### src/rtl/jatpd_pkg.sv
`timescale 1ns / 1ps
// ----------------------------------------------------------------------------
// jatpd_pkg
// Shared types, codes and speed tables for the joystick pointer delta core.
// ----------------------------------------------------------------------------
package jatpd_pkg;

    localparam int SAMPLE_BITS_DEF = 12;

    // configuration register indexes
    localparam logic [1:0] CFG_X_REST    = 2'd0;
    localparam logic [1:0] CFG_Y_REST    = 2'd1;
    localparam logic [1:0] CFG_DEAD_BAND = 2'd2;
    localparam logic [1:0] CFG_ROTATION  = 2'd3;
    localparam int         CFG_IDX_W     = 2;

    localparam int X_REST_RST    = 2048;
    localparam int Y_REST_RST    = 2048;
    localparam int DEAD_BAND_RST = 350;

    // speed levels
    localparam logic [1:0] SPD_LOW  = 2'd0;
    localparam logic [1:0] SPD_MID  = 2'd1;
    localparam logic [1:0] SPD_FAST = 2'd2;

    // rotation codes
    localparam logic [1:0] ROT_0   = 2'd0;
    localparam logic [1:0] ROT_90  = 2'd1;
    localparam logic [1:0] ROT_180 = 2'd2;
    localparam logic [1:0] ROT_270 = 2'd3;

    localparam int LOW_DIV  = 500;
    localparam int MID_DIV  = 350;
    localparam int FAST_DIV = 220;
    localparam int LOW_LIM  = 6;
    localparam int MID_LIM  = 10;
    localparam int FAST_LIM = 18;
    localparam int MAX_LIM  = FAST_LIM;

    localparam int STEP_W    = 6;
    localparam int QMAG_W    = 5;
    localparam int SPEED_W   = 2;
    localparam int OUT_BITS  = 3 * STEP_W + SPEED_W;
    localparam int M_TDATA_W = ((OUT_BITS + 7) / 8) * 8;

    typedef logic signed [STEP_W-1:0] t_step;

    typedef struct packed {
        logic       en;     // pipeline advance
        logic [1:0] speed;  // speed of the beat in the first lane stage
    } t_lane_ctl;

    function automatic int spd_div(input logic [1:0] spd);
        int d;
        d = MID_DIV;
        unique case (spd)
            SPD_LOW:  d = LOW_DIV;
            SPD_FAST: d = FAST_DIV;
            default:  d = MID_DIV;
        endcase
        return d;
    endfunction

    function automatic int spd_lim(input logic [1:0] spd);
        int l;
        l = MID_LIM;
        unique case (spd)
            SPD_LOW:  l = LOW_LIM;
            SPD_FAST: l = FAST_LIM;
            default:  l = MID_LIM;
        endcase
        return l;
    endfunction

    // low -> mid -> fast -> low; the unused code falls back to low
    function automatic logic [1:0] spd_next(input logic [1:0] spd);
        logic [1:0] n;
        n = SPD_LOW;
        unique case (spd)
            SPD_LOW: n = SPD_MID;
            SPD_MID: n = SPD_FAST;
            default: n = SPD_LOW;
        endcase
        return n;
    endfunction

endpackage

### src/rtl/jatpd_merge.sv
`timescale 1ns / 1ps
// ----------------------------------------------------------------------------
// jatpd_merge
// Combines the two axis steps: rotation, wheel step, packed output register.
// ----------------------------------------------------------------------------
module jatpd_merge (
    input  logic                              i_clk,
    input  logic                              i_en,
    input  logic [1:0]                        i_rot,
    input  logic [1:0]                        i_speed,
    input  jatpd_pkg::t_step                  i_mx,
    input  jatpd_pkg::t_step                  i_my,
    output logic [jatpd_pkg::M_TDATA_W-1:0]   o_tdata
);
    import jatpd_pkg::*;

    t_step w_sx;
    t_step w_sy;
    t_step w_wheel;
    logic [M_TDATA_W-1:0] r_tdata;

    always_comb begin
        unique case (i_rot)
            ROT_90: begin
                w_sx = i_my;
                w_sy = -i_mx;
            end
            ROT_180: begin
                w_sx = -i_mx;
                w_sy = -i_my;
            end
            ROT_270: begin
                w_sx = -i_my;
                w_sy = i_mx;
            end
            default: begin
                w_sx = i_mx;
                w_sy = i_my;
            end
        endcase
    end

    assign w_wheel = -i_my;

    always_ff @(posedge i_clk) begin
        if (i_en) begin
            r_tdata <= {{(M_TDATA_W - OUT_BITS){1'b0}}, i_speed, w_wheel, w_sy, w_sx};
        end
    end

    assign o_tdata = r_tdata;

endmodule

### config.mk
export PLATFORM = sky130hd
export DESIGN_NAME = jatpd_merge
export DESIGN_NICKNAME = d
export VERILOG_FILES = /design/src/rtl/jatpd_pkg.sv /design/src/rtl/jatpd_merge.sv
export SDC_FILE = /design/constraint.sdc
export NUM_CORES = 1
export LEC_CHECK = 0
export BUFFER_PORTS_ARGS = -buffer_cell sky130_fd_sc_hd__buf_2
export CAP_MARGIN = 20
export CORE_UTILIZATION = 49
export DETAILED_ROUTE_END_ITERATION = 10
export PLACE_DENSITY_LB_ADDON = 0.1
export SYNTH_ARGS = -nofsm -noshare
export SYNTH_HDL_FRONTEND = slang
export SYNTH_SLANG_ARGS = --single-unit
### constraint.sdc
create_clock -name i_clk -period 1.7 [get_ports i_clk]
set_input_delay 0.17 -clock i_clk [delete_from_list [all_inputs] [get_ports i_clk]]
set_output_delay 0.17 -clock i_clk [all_outputs]
set_load 0.01 [all_outputs]
==> results.ini <==
[run_status]
outcome=finished clean

[die]
num_rows=17
fp.dieH_um=51.15
coreArea_um2=2255
die_area_um2=2616
io_pins=42
initial_core_util_pct=52.50
die_width_um=51.15

[place]
port_buffers=37
place_inst=162
dp_hpwl_um=1593
gp_congestion=0.7865
dp_slack_ps=84.46

[detailed_routing]
routed_wl_um=2162
routedWlPerCell_um=13.02
first_iter_violations=22
dr.pass1.iters=4
ant_nets=0
num_vias=883
viasPerCell=5.319
route.detailed.drc=0

[timing]
slew_viol_final=0
fin_crit_sh_pct=76.00
hold_viol_final=0
max_freq_mhz=774.0
final-setup-viol-count=0
timing.final.ws_setup_ps=407.9
min_period_ps=1292
rsz0062_at_grt=no
finalSetupTns_ps=0

[power_and_ir_drop]
share_comb_of_total_power_pct=22.5
power_leakage_nw=0.5858
p_int_mw=0.7930
swShare_pct=26.82
power.density_nw_per_um2=780.9
irDropWorstVdd_mv=0.5017
power_switching_mw=0.2906
p_clk_share_pct=21.1
pwr-share-seq_pct=56.5
power_mw=1.084

[grt]
overflow=0
grt_util_all_layers_pct=17.67
grt_max_degree=21
grt_pass1_wl_um=3408
grt_pass1_vias=788
antenna_found_initial=0

[clock_tree]
cts_buffer_depth=2
clock_sinks=20
cts_buffers=3
cts_tree=done
hold_buffers=0
htree_num_levels=1
ctsRootBufferMaster=clkbuf_4
ctsResizeCount=0
path_clk_slew_ps=110
cts_setup_buffers=0

[setup_path]
end_kind=flop
crit_cells=5
critPathKind=input pin to flop
cp_top_family=simple AND/OR/NAND/NOR gates
critPathSlowestCell=or3_1
start_kind=input pin
worstPathCellList=buf_2 -> or3_1 -> nor3_4 -> o31ai_1 -> a211o_1
crit_fanout=6
critPathMaxStageDelay_ps=500
critical_path_arrival_ps=1350
crit_buf_inv=1
worstPathRequired_ps=1760

[cells_and_area]
multi_input_area_um2=503.0
num_antenna_cells=0
final_cell_mix=buf_2, edfxtp_1, o21ai_0
instances_no_fill=166
fillerInstances=203
ff_latch_area_um2=600.6
post-route-util_pct=61.54
syn2layout_area_growth_pct=17.23
final_common_cell=buf_2
final_layout_size_suffix_gt1_share_pct=33.33
final_nets=159
largest_reg_flops=20

[yosys]
yosysSeqAreaShare_pct=50.74
syn_area_um2=1184
postSynthAreaPerCell_um2=11.38
yosys_warnings=0
synthCells=104
yosysUniqueCellTypes=34
synth-seq-cells=20
synth_edf_count=20
synthArstFlopShare_pct=0
synth_ff_type=edfxtp_1

[hold_path]
holdCritPathClass=input pin to flop
min_to=o_tdata[19]
hold_path_depth=1
worstHoldStart=i_speed[1]

[flow_run]
drv_cap=0

==> power by group through the flow <==
stage	clock network [mW]	registers, mW	logic (mW)
global placement	0	0.623	0.238
floorplan	0	0.656	0.121
finish	0.228	0.612	0.243
detailed placement	0	0.624	0.245
CTS	0.239	0.613	0.245
global route	0.251	0.617	0.268
==> metrics by stage <==
step	hold slack (ps)	instance area [um^2]
detailed placement	349.7	1361
floorplan	268.9	1195
global placement	346.7	1361
CTS	33.15	1388
global route	23.76	1388
finish	42.15	1388
==> cell usage after synthesis, types with 2 or more instances <==
| library cell | number | share of area [%] |
|---|---|---|
| a21oi_1 | 5 | 2.1 |
| a2bb2oi_1 | 2 | 1.5 |
| buf_1 | 4 | 1.3 |
| buf_4 | 4 | 2.5 |
| clkbuf_1 | 2 | 0.63 |
| edfxtp_1 | 20 | 51 |
| ha_1 | 2 | 2.1 |
| inv_1 | 6 | 1.9 |
| mux2i_1 | 5 | 4.2 |
| mux4_2 | 2 | 3.8 |
| nand2_1 | 7 | 2.2 |
| nand2b_1 | 2 | 1.1 |
| nand3_1 | 2 | 0.85 |
| nor2_1 | 3 | 0.95 |
| nor3_1 | 3 | 1.3 |
| nor3_4 | 2 | 2.7 |
| o21ai_0 | 8 | 3.4 |
| o31a_1 | 2 | 1.5 |
| o32ai_1 | 2 | 1.5 |
| or3_1 | 2 | 1.1 |
| xnor2_1 | 4 | 3.0 |
| xor2_1 | 3 | 2.2 |
==> cell type report <==
class | instances | area share (%)
Sequential cell | 20 | 43.28
Multi-Input combinational cell | 69 | 36.25
Tap cell | 28 | 2.525
Timing Repair Buffer | 39 | 14.43
Clock buffer | 3 | 1.623
Clock inverter | 1 | 0.2705
Inverter | 6 | 1.623
==> metal layers <==
layer  GRT usage [%]  part of all wire, %  vias to the layer above
met2           28.51                   50                       23
met1           23.17                   45                      411
met3           2.679                  3.8                        4
met4           8.333                  1.3                        0
met5               0                    0                        -
li1                -                    -                      445
==> cell families (layout without fill, tap and decap cells) <==
group                      Yosys count  after routing  synth area share, %
DFF                                 20             20                50.74
muxes                                7              7                8.034
and+or+nand+nor                     22             22                10.78
buffers and inverters               18             49                7.716
adders and majority gates            2              2                2.114
xor gates and xnor gates             7              7                5.180
AOI/OAI and AO/OA                   27             27                15.12
other                                1              4               0.3168
==> how the worst max path moves through the flow <==
| stage | from | endpoint |
|---|---|---|
| 2_1_floorplan | i_my[1] | o_tdata[11] |
| 4_1_cts | i_my[1] | o_tdata[11] |
| 3_3_place_gp | i_my[2] | o_tdata[11] |
| 5_1_grt | i_mx[1] | o_tdata[5] |
| 3_5_place_dp | i_my[1] | o_tdata[11] |
| 6_report | i_my[1] | o_tdata[11] |
Power figures use the tool's default switching activity.
